--- config.mk ---
export PLATFORM = sky130hd
export DESIGN_NAME = synchronized_joint_move_controller_flat
export DESIGN_NICKNAME = d
export VERILOG_FILES = /design/src/rtl/sjmc_pkg.sv /design/src/rtl/sjmc_if.sv /design/src/rtl/sjmc_travel.sv /design/src/rtl/sjmc_div.sv /design/src/rtl/synchronized_joint_move_controller.sv /design/src/flat_wrapper.sv
export SDC_FILE = /design/constraint.sdc
export NUM_CORES = 2
export LEC_CHECK = 0
export ABC_CLOCK_PERIOD_IN_PS = 10100
export BUFFER_PORTS_ARGS = -buffer_cell sky130_fd_sc_hd__buf_2
export CAP_MARGIN = 5
export CORE_MARGIN = 2
export CORE_UTILIZATION = 25
export CTS_CLUSTER_DIAMETER = 120
export DETAILED_ROUTE_END_ITERATION = 6
export PLACE_DENSITY = 0.41
export SETUP_SLACK_MARGIN = 0.15
export SYNTH_ARGS = -nofsm -noshare
export SYNTH_HDL_FRONTEND = slang
export SYNTH_SLANG_ARGS = --single-unit
--- constraint.sdc ---
create_clock -name clk -period 10.1 [get_ports clk]
set_clock_uncertainty 0.15 [all_clocks]
set_input_delay 2.02 -clock clk [delete_from_list [all_inputs] [get_ports clk]]
set_output_delay 2.02 -clock clk [all_outputs]
set_load 0.005 [all_outputs]
--- src/rtl/sjmc_pkg.sv ---
// ----------------------------------------------------------------------------
// sjmc_pkg: shared definitions for the synchronized joint move controller
// Widths, fixed-point constants, register codes, state encodings and the
// request/response structs that pass between the sequencer and its units.
// ----------------------------------------------------------------------------
`default_nettype none

package sjmc_pkg;

  localparam int JOINTS     = 6;
  localparam int JIDX_W     = $clog2(JOINTS);
  localparam int ANGLE_W    = 16;
  localparam int MAXV_W     = 13;
  localparam int TOL_W      = 12;
  localparam int TPR_W      = 16;
  localparam int CFG_IDX_W  = 3;
  localparam int CFG_DATA_W = 16;
  localparam int SPD_MAG_W  = MAXV_W;
  localparam int SPD_W      = SPD_MAG_W + 1;
  localparam int OUT_W      = 16;
  localparam int TICK_W     = 24;
  localparam int SUM_W      = SPD_MAG_W + $clog2(JOINTS);

  // Shared multiplier: angle magnitude by up to a 22-bit constant
  localparam int MUL_A_W    = ANGLE_W;
  localparam int MUL_B_W    = 22;
  localparam int MUL_P_W    = MUL_A_W + MUL_B_W;

  // Serial divider: quotient never exceeds max_velocity
  localparam int DIV_Q_W    = MAXV_W;
  localparam int DIV_D_W    = ANGLE_W;
  localparam int DIV_N_W    = DIV_D_W + DIV_Q_W;
  localparam int DIV_CNT_W  = $clog2(DIV_Q_W + 1);

  // Q12 rad/s to Q8.8 deg/s: multiply by 57.2957795 in Q16, drop 20 bits
  localparam int CONV_SHIFT = 20;
  localparam int CONV_Q_W   = OUT_W - 1;

  // Timeout compares ticks against the limit's Q20 integer part only
  localparam int LIM_SHIFT  = 20;
  localparam int LIM_W      = ANGLE_W + TPR_W - LIM_SHIFT;

  typedef logic signed [ANGLE_W-1:0] angle_t;
  typedef logic        [ANGLE_W-1:0] mag_t;
  typedef logic signed [SPD_W-1:0]   spd_t;

  localparam mag_t TWO_PI_Q12 = 16'd25736;
  localparam mag_t PI_Q12     = 16'd12868;
  localparam logic [MUL_B_W-1:0] DEG_PER_RAD_Q16 = 22'd3754937;
  localparam logic [MUL_P_W-1:0] CONV_HALF = MUL_P_W'(1) << (CONV_SHIFT - 1);
  // sum * 100 < 4096 holds exactly for sum <= 40
  localparam logic [SUM_W-1:0] SUM_STOP_MAX = SUM_W'(40);

  localparam logic [MAXV_W-1:0] MAXV_RST = 13'd1930;
  localparam logic [TOL_W-1:0]  TOL_RST  = 12'd145;
  localparam logic [TPR_W-1:0]  TPR_RST  = 16'd29336;
  localparam logic [JOINTS-1:0] CONT_RST = 6'd57;
  localparam logic [JOINTS-1:0] FLIP_RST = 6'd61;

  typedef enum logic [CFG_IDX_W-1:0] {
    CFG_MAX_VELOCITY,
    CFG_TOLERANCE,
    CFG_TICKS_PER_RAD,
    CFG_CONT_MASK,
    CFG_FLIP_MASK
  } cfg_reg_t;

  typedef enum logic {
    CMD_TICK  = 1'b0,
    CMD_START = 1'b1
  } cmd_code_t;

  typedef enum logic [1:0] {
    MV_IDLE,
    MV_MOVING,
    MV_DONE,
    MV_TIMEOUT
  } move_status_t;

  typedef enum logic [3:0] {
    S_IDLE,
    S_TGO,
    S_TWAIT,
    S_LIMIT,
    S_LIMIT_CAP,
    S_SMUL,
    S_DGO,
    S_DWAIT,
    S_EVAL,
    S_TIME,
    S_CONV,
    S_CONV_CAP,
    S_EMIT
  } sjmc_state_t;

  typedef enum logic [2:0] {
    TRV_IDLE,
    TRV_ABS,
    TRV_RED1,
    TRV_RED2,
    TRV_WRAP
  } trv_step_t;

  typedef struct packed {
    logic   start;
    logic   wrap;
    angle_t src_ang;
    angle_t dst_ang;
  } trv_req_t;

  typedef struct packed {
    logic done;
    logic neg;
    mag_t mag;
  } trv_rsp_t;

  typedef struct packed {
    logic               start;
    logic [DIV_N_W-1:0] dividend;
    logic [DIV_D_W-1:0] divisor;
  } div_req_t;

  typedef struct packed {
    logic               done;
    logic [DIV_Q_W-1:0] quot;
  } div_rsp_t;

endpackage

`default_nettype wire

--- src/rtl/sjmc_if.sv ---
// ----------------------------------------------------------------------------
// sjmc_if: valid/ready channels of the joint move controller
// Command channel (tick or start with six angles) and result channel
// (six speeds, move status, growing mask).
// ----------------------------------------------------------------------------
`default_nettype none

interface sjmc_in_if;
  import sjmc_pkg::*;

  logic   valid;
  logic   ready;
  logic   command;
  angle_t angle_0;
  angle_t angle_1;
  angle_t angle_2;
  angle_t angle_3;
  angle_t angle_4;
  angle_t angle_5;

  modport source (
    output valid, command, angle_0, angle_1, angle_2, angle_3, angle_4, angle_5,
    input  ready
  );
  modport sink (
    input  valid, command, angle_0, angle_1, angle_2, angle_3, angle_4, angle_5,
    output ready
  );
endinterface

interface sjmc_out_if;
  import sjmc_pkg::*;

  logic                    valid;
  logic                    ready;
  logic signed [OUT_W-1:0] speed_0;
  logic signed [OUT_W-1:0] speed_1;
  logic signed [OUT_W-1:0] speed_2;
  logic signed [OUT_W-1:0] speed_3;
  logic signed [OUT_W-1:0] speed_4;
  logic signed [OUT_W-1:0] speed_5;
  logic [1:0]              move_status;
  logic [JOINTS-1:0]       growing_mask;

  modport source (
    output valid, speed_0, speed_1, speed_2, speed_3, speed_4, speed_5,
           move_status, growing_mask,
    input  ready
  );
  modport sink (
    input  valid, speed_0, speed_1, speed_2, speed_3, speed_4, speed_5,
           move_status, growing_mask,
    output ready
  );
endinterface

`default_nettype wire

--- src/rtl/sjmc_travel.sv ---
// ----------------------------------------------------------------------------
// sjmc_travel: multi-cycle joint travel unit
// Forms target minus source, takes its magnitude and, for a wrapping joint,
// folds it into the shortest way round; each step is registered.
// ----------------------------------------------------------------------------
`default_nettype none

module sjmc_travel (
  input  logic               clk,
  input  logic               rst_n,
  input  sjmc_pkg::trv_req_t req,
  output sjmc_pkg::trv_rsp_t rsp
);
  import sjmc_pkg::*;

  trv_step_t                step_r, step_nxt;
  logic                     done_r;
  logic signed [ANGLE_W:0]  d_r;
  logic signed [ANGLE_W:0]  d_abs;
  logic                     wrap_r;
  logic                     neg_r;
  mag_t                     m_r;
  logic                     fold;

  // next step
  always_comb begin
    step_nxt = step_r;
    unique case (step_r)
      TRV_IDLE: if (req.start) step_nxt = TRV_ABS;
      TRV_ABS:  step_nxt = TRV_RED1;
      TRV_RED1: step_nxt = TRV_RED2;
      TRV_RED2: step_nxt = TRV_WRAP;
      TRV_WRAP: step_nxt = TRV_IDLE;
      default:  step_nxt = TRV_IDLE;
    endcase
  end

  // outputs
  always_comb begin
    rsp.done = done_r;
    rsp.neg  = neg_r;
    rsp.mag  = m_r;
  end

  assign d_abs = d_r[ANGLE_W] ? -d_r : d_r;
  // an exact half turn goes the negative way
  assign fold  = wrap_r && (neg_r ? (m_r > PI_Q12) : (m_r >= PI_Q12));

  always_ff @(posedge clk) begin
    if (!rst_n) begin
      step_r <= TRV_IDLE;
      done_r <= 1'b0;
    end else begin
      step_r <= step_nxt;
      done_r <= (step_r == TRV_WRAP);
    end
  end

  always_ff @(posedge clk) begin
    case (step_r)
      TRV_IDLE: begin
        if (req.start) begin
          d_r    <= {req.dst_ang[ANGLE_W-1], req.dst_ang}
                    - {req.src_ang[ANGLE_W-1], req.src_ang};
          wrap_r <= req.wrap;
        end
      end
      TRV_ABS: begin
        neg_r <= d_r[ANGLE_W];
        m_r   <= d_abs[ANGLE_W-1:0];
      end
      TRV_RED1, TRV_RED2: begin
        // drop whole turns, sign kept aside
        if (wrap_r && (m_r >= TWO_PI_Q12)) m_r <= m_r - TWO_PI_Q12;
      end
      TRV_WRAP: begin
        if (fold) begin
          m_r   <= TWO_PI_Q12 - m_r;
          neg_r <= ~neg_r;
        end
      end
      default: ;
    endcase
  end

endmodule

`default_nettype wire

--- src/rtl/sjmc_div.sv ---
// ----------------------------------------------------------------------------
// sjmc_div: restoring serial divider
// One quotient bit per cycle; the dividend is known to give a quotient that
// fits the quotient width, so only that many steps run.
// ----------------------------------------------------------------------------
`default_nettype none

module sjmc_div (
  input  logic               clk,
  input  logic               rst_n,
  input  sjmc_pkg::div_req_t req,
  output sjmc_pkg::div_rsp_t rsp
);
  import sjmc_pkg::*;

  logic                 busy_r;
  logic                 done_r;
  logic [DIV_CNT_W-1:0] cnt_r;
  logic [DIV_D_W-1:0]   rem_r;
  logic [DIV_D_W-1:0]   dsr_r;
  logic [DIV_Q_W-1:0]   q_r;
  logic [DIV_D_W:0]     wide;
  logic [DIV_D_W+1:0]   diff;
  logic                 ge;

  // trial subtract of the shifted partial remainder
  always_comb begin
    wide = {rem_r, q_r[DIV_Q_W-1]};
    diff = {1'b0, wide} - {2'b00, dsr_r};
    ge   = ~diff[DIV_D_W+1];
  end

  assign rsp.done = done_r;
  assign rsp.quot = q_r;

  always_ff @(posedge clk) begin
    if (!rst_n) begin
      busy_r <= 1'b0;
      done_r <= 1'b0;
      cnt_r  <= '0;
    end else begin
      done_r <= 1'b0;
      if (req.start) begin
        busy_r <= 1'b1;
        cnt_r  <= DIV_CNT_W'(DIV_Q_W);
      end else if (busy_r) begin
        cnt_r <= cnt_r - DIV_CNT_W'(1);
        if (cnt_r == DIV_CNT_W'(1)) begin
          busy_r <= 1'b0;
          done_r <= 1'b1;
        end
      end
    end
  end

  // quotient bits shift in as dividend bits shift out
  always_ff @(posedge clk) begin
    if (req.start) begin
      rem_r <= req.dividend[DIV_N_W-1:DIV_Q_W];
      q_r   <= req.dividend[DIV_Q_W-1:0];
      dsr_r <= req.divisor;
    end else if (busy_r) begin
      rem_r <= ge ? diff[DIV_D_W-1:0] : wide[DIV_D_W-1:0];
      q_r   <= {q_r[DIV_Q_W-2:0], ge};
    end
  end

endmodule

`default_nettype wire

--- src/rtl/synchronized_joint_move_controller.sv ---
// ----------------------------------------------------------------------------
// synchronized_joint_move_controller: six-joint synchronized velocity move
// Plans per-joint speeds from measured and target angles, stops arrived
// joints on each tick, and reports done, timeout and growing distance.
// ----------------------------------------------------------------------------
//
//   channel   dir  handshake        transaction contents
//   in_chan   in   valid/ready      command (0 tick, 1 start), angle_0..5 Q3.12
//   out_chan  out  valid/ready      speed_0..5 Q8.8 deg/s, move_status, mask
//   cfg_*     in   cfg_we only      cfg_index selects register, cfg_data value
//
// A start transaction makes six passes through the travel unit, then, per
// moving joint, a multiply and a 13-step serial divide, then six output
// conversions. A tick while moving also makes six travel passes; a tick
// while idle makes none.
// in_chan.ready is high only while the sequencer idles; one finished result
// may wait in the output register while the next transaction is worked on.
// Reset is synchronous, active low, and restores the register defaults.
// ----------------------------------------------------------------------------
`default_nettype none

module synchronized_joint_move_controller (
  input  logic                               clk,
  input  logic                               rst_n,
  sjmc_in_if.sink                            in_chan,
  sjmc_out_if.source                         out_chan,
  input  logic                               cfg_we,
  input  logic [sjmc_pkg::CFG_IDX_W-1:0]     cfg_index,
  input  logic [sjmc_pkg::CFG_DATA_W-1:0]    cfg_data
);
  import sjmc_pkg::*;

  // sequencer
  sjmc_state_t             state_r, state_nxt;
  logic [JIDX_W-1:0]       j_r;
  logic                    last_j;
  logic                    in_acc;
  logic                    out_acc;
  logic                    out_free;

  // configuration registers
  logic [MAXV_W-1:0]       maxv_r;
  logic [TOL_W-1:0]        tol_r;
  logic [TPR_W-1:0]        tpr_r;
  logic [JOINTS-1:0]       cont_r;
  logic [JOINTS-1:0]       flip_r;

  // move state
  angle_t                  ang_in [JOINTS];
  angle_t                  meas_r [JOINTS];
  angle_t                  tgt_r  [JOINTS];
  spd_t                    spd_r  [JOINTS];
  mag_t                    lrem_r [JOINTS];
  mag_t                    rem_r  [JOINTS];
  logic [JOINTS-1:0]       sgn_r;
  mag_t                    longest_r;
  logic [SUM_W-1:0]        sum_r;
  logic [TICK_W-1:0]       tick_r;
  logic [LIM_W-1:0]        lim_r;
  logic                    moving_r;
  logic                    cmd_r;
  move_status_t            stat_r;
  logic [JOINTS-1:0]       grow_r;

  // result staging and output register
  logic signed [OUT_W-1:0] oconv_r [JOINTS];
  logic signed [OUT_W-1:0] ospd_r  [JOINTS];
  move_status_t            ostat_r;
  logic [JOINTS-1:0]       ogrow_r;
  logic                    out_valid_r;

  // shared multiplier
  logic [MUL_A_W-1:0]      mul_a;
  logic [MUL_B_W-1:0]      mul_b;
  logic [MUL_P_W-1:0]      mul_p_r;

  // per-joint datapath terms
  spd_t                    spd_cur;
  spd_t                    spd_neg_v;
  logic [SPD_MAG_W-1:0]    spd_abs;
  logic                    elig;
  logic                    stop_now;
  logic                    timeout;
  logic [JOINTS-1:0]       grow_v;
  logic [ANGLE_W:0]        grow_lim;
  spd_t                    q_s;
  spd_t                    spd_new;
  logic [MUL_P_W-1:0]      conv_rnd;
  logic [CONV_Q_W-1:0]     conv_q;
  logic signed [OUT_W-1:0] conv_mag;
  logic signed [OUT_W-1:0] conv_val;
  logic                    conv_neg;

  trv_req_t                trv_req;
  trv_rsp_t                trv_rsp;
  div_req_t                div_req;
  div_rsp_t                div_rsp;

  sjmc_travel u_travel (
    .clk   (clk),
    .rst_n (rst_n),
    .req   (trv_req),
    .rsp   (trv_rsp)
  );

  sjmc_div u_div (
    .clk   (clk),
    .rst_n (rst_n),
    .req   (div_req),
    .rsp   (div_rsp)
  );

  // ---------------------------------------------------------------- ports
  always_comb begin
    ang_in[0] = in_chan.angle_0;
    ang_in[1] = in_chan.angle_1;
    ang_in[2] = in_chan.angle_2;
    ang_in[3] = in_chan.angle_3;
    ang_in[4] = in_chan.angle_4;
    ang_in[5] = in_chan.angle_5;
  end

  assign out_chan.valid        = out_valid_r;
  assign out_chan.speed_0      = ospd_r[0];
  assign out_chan.speed_1      = ospd_r[1];
  assign out_chan.speed_2      = ospd_r[2];
  assign out_chan.speed_3      = ospd_r[3];
  assign out_chan.speed_4      = ospd_r[4];
  assign out_chan.speed_5      = ospd_r[5];
  assign out_chan.move_status  = ostat_r;
  assign out_chan.growing_mask = ogrow_r;

  assign in_acc   = in_chan.valid && in_chan.ready;
  assign out_acc  = out_valid_r && out_chan.ready;
  assign out_free = !out_valid_r || out_chan.ready;
  assign last_j   = (j_r == JIDX_W'(JOINTS - 1));

  // ------------------------------------------------------- datapath terms
  always_comb begin
    spd_cur   = spd_r[j_r];
    spd_neg_v = -spd_cur;
    spd_abs   = spd_cur[SPD_W-1] ? spd_neg_v[SPD_MAG_W-1:0] : spd_cur[SPD_MAG_W-1:0];

    // a joint gets a scaled speed only if its travel is beyond tolerance
    elig      = (lrem_r[j_r] > mag_t'(tol_r)) && (longest_r != '0);

    // speed = sign * floor(|travel| * max_velocity / longest)
    q_s       = $signed({1'b0, div_rsp.quot});
    spd_new   = sgn_r[j_r] ? -q_s : q_s;

    // round half away from zero on the magnitude, then apply the sign
    conv_rnd  = mul_p_r + CONV_HALF;
    conv_q    = conv_rnd[CONV_SHIFT +: CONV_Q_W];
    conv_mag  = $signed({1'b0, conv_q});
    conv_neg  = spd_cur[SPD_W-1] ^ flip_r[j_r];
    conv_val  = conv_neg ? -conv_mag : conv_mag;

    stop_now  = (sum_r <= SUM_STOP_MAX);
    timeout   = (tick_r > TICK_W'(lim_r));

    // flag joints still driven whose distance grew past last + tolerance
    grow_v   = '0;
    grow_lim = '0;
    for (int k = 0; k < JOINTS; k++) begin
      grow_lim  = {1'b0, lrem_r[k]} + (ANGLE_W + 1)'(tol_r);
      grow_v[k] = ({1'b0, rem_r[k]} > grow_lim) && (spd_r[k] != '0);
    end
  end

  // ----------------------------------------------------------- next state
  always_comb begin
    state_nxt = state_r;
    unique case (state_r)
      S_IDLE: begin
        if (in_acc) begin
          if ((in_chan.command == CMD_START) || moving_r) state_nxt = S_TGO;
          else                                            state_nxt = S_EMIT;
        end
      end
      S_TGO:   state_nxt = S_TWAIT;
      S_TWAIT: begin
        if (trv_rsp.done) begin
          if (!last_j)    state_nxt = S_TGO;
          else if (cmd_r) state_nxt = S_LIMIT;
          else            state_nxt = S_EVAL;
        end
      end
      S_LIMIT:     state_nxt = S_LIMIT_CAP;
      S_LIMIT_CAP: state_nxt = S_SMUL;
      S_SMUL: begin
        if (elig)        state_nxt = S_DGO;
        else if (last_j) state_nxt = S_CONV;
      end
      S_DGO:   state_nxt = S_DWAIT;
      S_DWAIT: begin
        if (div_rsp.done) state_nxt = last_j ? S_CONV : S_SMUL;
      end
      S_EVAL:     state_nxt = stop_now ? S_EMIT : S_TIME;
      S_TIME:     state_nxt = timeout ? S_EMIT : S_CONV;
      S_CONV:     state_nxt = S_CONV_CAP;
      S_CONV_CAP: state_nxt = last_j ? S_EMIT : S_CONV;
      S_EMIT: begin
        if (out_free) state_nxt = S_IDLE;
      end
      default: state_nxt = S_IDLE;
    endcase
  end

  // --------------------------------------------------------------- outputs
  always_comb begin
    in_chan.ready    = (state_r == S_IDLE);

    trv_req.start    = (state_r == S_TGO);
    trv_req.wrap     = cont_r[j_r];
    trv_req.src_ang  = meas_r[j_r];
    trv_req.dst_ang  = tgt_r[j_r];

    div_req.start    = (state_r == S_DGO);
    div_req.dividend = mul_p_r[DIV_N_W-1:0];
    div_req.divisor  = longest_r;

    // steer the shared multiplier
    unique case (state_r)
      S_SMUL: begin
        mul_a = lrem_r[j_r];
        mul_b = MUL_B_W'(maxv_r);
      end
      S_LIMIT: begin
        mul_a = longest_r;
        mul_b = MUL_B_W'(tpr_r);
      end
      S_CONV: begin
        mul_a = MUL_A_W'(spd_abs);
        mul_b = DEG_PER_RAD_Q16;
      end
      default: begin
        mul_a = '0;
        mul_b = '0;
      end
    endcase
  end

  // ------------------------------------------------ control and move state
  always_ff @(posedge clk) begin
    if (!rst_n) begin
      state_r     <= S_IDLE;
      j_r         <= '0;
      maxv_r      <= MAXV_RST;
      tol_r       <= TOL_RST;
      tpr_r       <= TPR_RST;
      cont_r      <= CONT_RST;
      flip_r      <= FLIP_RST;
      tick_r      <= '0;
      lim_r       <= '0;
      moving_r    <= 1'b0;
      out_valid_r <= 1'b0;
      for (int k = 0; k < JOINTS; k++) begin
        meas_r[k] <= '0;
        tgt_r[k]  <= '0;
        spd_r[k]  <= '0;
        lrem_r[k] <= '0;
      end
    end else begin
      state_r <= state_nxt;

      // the user must write configuration only while no transaction is in flight; the block does not check it
      if (cfg_we) begin
        unique case (cfg_index)
          CFG_MAX_VELOCITY:  maxv_r <= cfg_data[MAXV_W-1:0];
          CFG_TOLERANCE:     tol_r  <= cfg_data[TOL_W-1:0];
          CFG_TICKS_PER_RAD: tpr_r  <= cfg_data[TPR_W-1:0];
          CFG_CONT_MASK:     cont_r <= cfg_data[JOINTS-1:0];
          CFG_FLIP_MASK:     flip_r <= cfg_data[JOINTS-1:0];
          default: ;
        endcase
      end

      // load a fresh result, or drop the one just taken
      if ((state_r == S_EMIT) && out_free) out_valid_r <= 1'b1;
      else if (out_acc)                    out_valid_r <= 1'b0;

      case (state_r)
        S_IDLE: begin
          if (in_acc) begin
            j_r <= '0;
            if (in_chan.command == CMD_START) begin
              // start: record targets, restart the tick count
              for (int k = 0; k < JOINTS; k++) tgt_r[k] <= ang_in[k];
              moving_r <= 1'b1;
              tick_r   <= '0;
            end else begin
              for (int k = 0; k < JOINTS; k++) meas_r[k] <= ang_in[k];
            end
          end
        end
        S_TWAIT: begin
          if (trv_rsp.done) begin
            j_r <= last_j ? '0 : j_r + JIDX_W'(1);
            if (cmd_r) begin
              lrem_r[j_r] <= trv_rsp.mag;
            end else if (trv_rsp.mag < mag_t'(tol_r)) begin
              // arrived: stop this joint
              spd_r[j_r] <= '0;
            end
          end
        end
        S_LIMIT_CAP: begin
          lim_r <= mul_p_r[LIM_SHIFT +: LIM_W];
        end
        S_SMUL: begin
          if (!elig) begin
            spd_r[j_r] <= '0;
            j_r        <= last_j ? '0 : j_r + JIDX_W'(1);
          end
        end
        S_DWAIT: begin
          if (div_rsp.done) begin
            spd_r[j_r] <= spd_new;
            j_r        <= last_j ? '0 : j_r + JIDX_W'(1);
          end
        end
        S_EVAL: begin
          if (stop_now) begin
            moving_r <= 1'b0;
          end else begin
            // hold last_remaining for growing joints, advance the rest
            for (int k = 0; k < JOINTS; k++) begin
              if (!grow_v[k]) lrem_r[k] <= rem_r[k];
            end
            if (tick_r != '1) tick_r <= tick_r + TICK_W'(1);
          end
        end
        S_TIME: begin
          if (timeout) moving_r <= 1'b0;
        end
        S_CONV_CAP: begin
          j_r <= last_j ? '0 : j_r + JIDX_W'(1);
        end
        default: ;
      endcase
    end
  end

  // ------------------------------------------------------- payload registers
  always_ff @(posedge clk) begin
    mul_p_r <= MUL_P_W'(mul_a) * MUL_P_W'(mul_b);

    case (state_r)
      S_IDLE: begin
        if (in_acc) begin
          cmd_r     <= (in_chan.command == CMD_START);
          longest_r <= '0;
          sum_r     <= '0;
          grow_r    <= '0;
          stat_r    <= (in_chan.command == CMD_START) ? MV_MOVING : MV_IDLE;
        end
      end
      S_TWAIT: begin
        if (trv_rsp.done) begin
          if (cmd_r) begin
            sgn_r[j_r] <= trv_rsp.neg;
            if (trv_rsp.mag > longest_r) longest_r <= trv_rsp.mag;
          end else begin
            rem_r[j_r] <= trv_rsp.mag;
            if (!(trv_rsp.mag < mag_t'(tol_r))) sum_r <= sum_r + SUM_W'(spd_abs);
          end
        end
      end
      S_EVAL: begin
        if (stop_now) begin
          stat_r <= MV_DONE;
          grow_r <= '0;
        end else begin
          grow_r <= grow_v;
        end
      end
      S_TIME: begin
        stat_r <= timeout ? MV_TIMEOUT : MV_MOVING;
      end
      S_CONV_CAP: begin
        oconv_r[j_r] <= conv_val;
      end
      S_EMIT: begin
        if (out_free) begin
          // speeds go out only with a moving status
          for (int k = 0; k < JOINTS; k++) begin
            ospd_r[k] <= (stat_r == MV_MOVING) ? oconv_r[k] : '0;
          end
          ostat_r <= stat_r;
          ogrow_r <= grow_r;
        end
      end
      default: ;
    endcase
  end

endmodule

`default_nettype wire

--- src/flat_wrapper.sv ---
// flat-port wrapper written by rule: the top's interface ports become plain ports
module synchronized_joint_move_controller_flat import sjmc_pkg::*;
  (clk, rst_n, cfg_we, cfg_index, cfg_data, in_chan_valid, in_chan_command, in_chan_angle_0, in_chan_angle_1, in_chan_angle_2, in_chan_angle_3, in_chan_angle_4, in_chan_angle_5, in_chan_ready, out_chan_valid, out_chan_speed_0, out_chan_speed_1, out_chan_speed_2, out_chan_speed_3, out_chan_speed_4, out_chan_speed_5, out_chan_move_status, out_chan_growing_mask, out_chan_ready);
  sjmc_in_if in_chan_i ();
  sjmc_out_if out_chan_i ();
  input  logic clk;
  input  logic rst_n;
  input  logic cfg_we;
  input  logic [sjmc_pkg::CFG_IDX_W-1:0] cfg_index;
  input  logic [sjmc_pkg::CFG_DATA_W-1:0] cfg_data;
  input wire logic [$bits(in_chan_i.valid)-1:0] in_chan_valid;
  input wire logic [$bits(in_chan_i.command)-1:0] in_chan_command;
  input wire logic [$bits(in_chan_i.angle_0)-1:0] in_chan_angle_0;
  input wire logic [$bits(in_chan_i.angle_1)-1:0] in_chan_angle_1;
  input wire logic [$bits(in_chan_i.angle_2)-1:0] in_chan_angle_2;
  input wire logic [$bits(in_chan_i.angle_3)-1:0] in_chan_angle_3;
  input wire logic [$bits(in_chan_i.angle_4)-1:0] in_chan_angle_4;
  input wire logic [$bits(in_chan_i.angle_5)-1:0] in_chan_angle_5;
  output wire logic [$bits(in_chan_i.ready)-1:0] in_chan_ready;
  output wire logic [$bits(out_chan_i.valid)-1:0] out_chan_valid;
  output wire logic [$bits(out_chan_i.speed_0)-1:0] out_chan_speed_0;
  output wire logic [$bits(out_chan_i.speed_1)-1:0] out_chan_speed_1;
  output wire logic [$bits(out_chan_i.speed_2)-1:0] out_chan_speed_2;
  output wire logic [$bits(out_chan_i.speed_3)-1:0] out_chan_speed_3;
  output wire logic [$bits(out_chan_i.speed_4)-1:0] out_chan_speed_4;
  output wire logic [$bits(out_chan_i.speed_5)-1:0] out_chan_speed_5;
  output wire logic [$bits(out_chan_i.move_status)-1:0] out_chan_move_status;
  output wire logic [$bits(out_chan_i.growing_mask)-1:0] out_chan_growing_mask;
  input wire logic [$bits(out_chan_i.ready)-1:0] out_chan_ready;
  assign in_chan_i.valid = in_chan_valid;
  assign in_chan_i.command = in_chan_command;
  assign in_chan_i.angle_0 = in_chan_angle_0;
  assign in_chan_i.angle_1 = in_chan_angle_1;
  assign in_chan_i.angle_2 = in_chan_angle_2;
  assign in_chan_i.angle_3 = in_chan_angle_3;
  assign in_chan_i.angle_4 = in_chan_angle_4;
  assign in_chan_i.angle_5 = in_chan_angle_5;
  assign in_chan_ready = in_chan_i.ready;
  assign out_chan_valid = out_chan_i.valid;
  assign out_chan_speed_0 = out_chan_i.speed_0;
  assign out_chan_speed_1 = out_chan_i.speed_1;
  assign out_chan_speed_2 = out_chan_i.speed_2;
  assign out_chan_speed_3 = out_chan_i.speed_3;
  assign out_chan_speed_4 = out_chan_i.speed_4;
  assign out_chan_speed_5 = out_chan_i.speed_5;
  assign out_chan_move_status = out_chan_i.move_status;
  assign out_chan_growing_mask = out_chan_i.growing_mask;
  assign out_chan_i.ready = out_chan_ready;
  synchronized_joint_move_controller u_core (.clk(clk), .rst_n(rst_n), .in_chan(in_chan_i), .out_chan(out_chan_i), .cfg_we(cfg_we), .cfg_index(cfg_index), .cfg_data(cfg_data));
endmodule
==> flow_metrics.env <==
export IMPL_yosysTopAreaCellShare=0.424
export IMPL_synthTopCellsByArea="edfxtp_1, fa_1, ha_1, dfxtp_1, and2_1"
export IMPL_r2r_cells=29
export IMPL_pin_count=227
export IMPL_rsz0062_at_grt="no"
export IMPL_start_util=0.252
export IMPL_fin_util=0.290
export IMPL_ctsHoldBuffers=0
export IMPL_crit_type="register to register"
export IMPL_row_count=180
export IMPL_startpoint_type="register"
export IMPL_setup_tns_ns=0
export IMPL_final_common_cell="edfxtp_1"
export IMPL_grt_use_total=0.160
export IMPL_final_cell_mix="edfxtp_1, nand2_1, inv_1"
export IMPL_antenna_left=0
export IMPL_clk_pin_slew_ns=0.06
export IMPL_drc=0
export IMPL_leakagePower_nw=26.5
export IMPL_p_total_mw=13.7
export IMPL_htreeDepth=3
export IMPL_grt_pass1_vias=42810
export IMPL_root_buffer="clkbuf_16"
export IMPL_synth_warnings=0
export IMPL_finalMaxSlewViolations=0
export IMPL_nets=6327
export IMPL_syn_cell_area_mm2=0.0605
export IMPL_status="complete, no violations"
export IMPL_syn_avg_cell_area_um2=11.4
export IMPL_synthArstFlopShare=0
export IMPL_clkSinkCount=1001
export IMPL_critPathMaxStageDelay_ns=0.58
export IMPL_grt_max_degree=97
export IMPL_fin_crit_ns=9.39
export IMPL_cts_tree="built"
export IMPL_yosys_area_top_type="edfxtp_1"
export IMPL_cap_viol_max_count=0
export IMPL_whs_path_depth=0
export IMPL_cts_buffer_depth=3
export IMPL_cp_arrival_ns=9.97
export IMPL_die_area_mm2=0.246
export IMPL_grt_overflow_total=0
export IMPL_gp_congestion=0.866
export IMPL_worst_path_max_delay_cell="mux4_1"
export IMPL_setup_viol=0
export IMPL_ys_seq_elements=1001
export IMPL_syn2layout_area_growth_pct=15.4
export IMPL_coreArea_mm2=0.241
export IMPL_hpwl_um=146000
export IMPL_cpMostUsedCell="fa_1"
export IMPL_synth_edf_count=855
export IMPL_drt_iter0_drc=2673
export IMPL_finalHoldViolations=0
export IMPL_ys_seq_area_frac=0.473
export IMPL_antenna_found_initial=38
export IMPL_grt_pass1_wl_um=292000
export IMPL_die_x_um=496
export IMPL_tightestPinTransition_ns=1.28
export IMPL_syn_inst=5312
export IMPL_vias_per_cell=4.70
export IMPL_cts_inserted_buffers=119
export IMPL_die_y_um=496
export IMPL_timing_hold_ws_ns=0.269
export IMPL_synth_ff_type="edfxtp_1"
export IMPL_pwr_density_cell_mw_per_mm2=196
export IMPL_critPathRequiredTime_ns=10.68
export IMPL_routed_wl_um=198000
export IMPL_synthDistinctLibCells=90
export IMPL_drtPass1Iterations=6
export IMPL_crit_fanout=16
export IMPL_slew_headroom=0.141
export IMPL_drive_gt1_frac=0.122
export IMPL_wl_per_cell_um=22.4
export IMPL_insertion_delay_ns=0.81
export IMPL_vdd_drop_max_uv=188
export IMPL_io_buffers=226
export IMPL_critPathCaptureType="register"
export IMPL_fmax_mhz=106
export IMPL_hold_class="register to register"
export IMPL_vias=41578
export IMPL_post_route_period_util=0.930
kinds of logic (layout without fill, tap and decap cells):
group,after synthesis,count (layout),synth area share
buf+inv,654,1000,0.0434
mux,165,165,0.0479
xor+xnor,244,244,0.0353
compound gates,852,852,0.0937
simple gates,1746,1746,0.141
other cells,2,14,0.000124
flops,1001,1001,0.473
fa+ha+maj,648,648,0.166
cell type report:
| cell class | instances | area (um^2) |
|---|---|---|
| clock inverter | 82 | 977 |
| timing repair buffer | 338 | 1980 |
| multi-input combinational | 3661 | 29500 |
| clock buffer | 143 | 3080 |
| inverter | 437 | 1640 |
| fill | 24789 | 171000 |
| tap | 3185 | 3990 |
| sequential | 1001 | 28600 |
| antenna | 8 | 20.0 |
flip-flops by register name, indices dropped and copies added (netlist names), 12 cells and up, named ones only:
signal,flops
u_core.lim_r,12
u_core.longest_r,16
u_core.lrem_r,128
u_core.maxv_r,13
u_core.meas_r,96
u_core.mul_p_r,35
u_core.oconv_r,96
u_core.ospd_r,96
u_core.rem_r,96
u_core.spd_r,112
u_core.sum_r,16
u_core.tgt_r,96
u_core.tick_r,24
u_core.tol_r,12
u_core.tpr_r,16
u_core.u_div.dsr_r,16
u_core.u_div.q_r,13
u_core.u_div.rem_r,16
u_core.u_travel.d_r,17
u_core.u_travel.m_r,16
layer usage:
layer / up-vias / GRT usage / share of wire
met5: - / 0 / 0.0012
met4: 36 / 0.0459 / 0.028
met3: 287 / 0.0253 / 0.053
met2: 1101 / 0.260 / 0.46
met1: 20701 / 0.218 / 0.46
li1: 19453 / - / -
report_power, final:
group	internal, mW	total [mW]	switching, mW
combinational	1.24	3.61	2.37
clock	2.57	4.49	1.91
sequential	5.18	5.55	0.372
total	9.00	13.7	4.66
critical path: cells and delay by family (launching register included):
family          cells  cell delay [ns]
buf+inv             6             0.64
fa+ha+maj           7             3.29
xor+xnor            2             0.31
flops               1             0.50
compound gates     10             3.08
mux                 1             0.58
simple gates        3             0.82
worst paths after layout:
path,end,startpoint,slack (ns)
max,u_core.mul_p_r[34],register,0.71
min,u_core.out_chan.growing_mask[1],u_core.grow_r[1],0.27
max reg2reg,u_core.mul_p_r[34],register,0.71
min reg2reg,u_core.out_chan.growing_mask[1],u_core.grow_r[1],0.27
through the flow:
step / instance area [um^2] / setup WS [ns] / cells
final: 69800 / 0.709 / 8855
after global routing: 69800 / 0.289 / 8850
after CTS: 69800 / 0.166 / 8846
after detailed placement: 65700 / 0.123 / 8621
after global placement: 65700 / 0.235 / 8621
after floorplan: 60500 / 0.357 / 5316
cell usage after synthesis, types with 62 or more instances:
cell type	count
nand2_1	471
o21ai_0	143
nor3_1	100
ha_1	393
clkbuf_1	175
inv_1	436
a22o_1	104
nor2_1	420
fa_1	255
and2_1	329
a21oi_1	256
nand3_1	97
nor2b_1	62
mux4_2	75
xor2_1	91
edfxtp_1	855
xnor2_1	153
dfxtp_1	146
what timing repair did:
| item | 4_1_cts | 5_1_grt |
|---|---|---|
| resized for setup | 0 | 5 |
| hold endpoints to repair | 0 | 0 |
| endpoints found under the setup margin | 0 | 4 |
| buffers inserted | 0 | 1 |
Power figures use the tool's default switching activity.
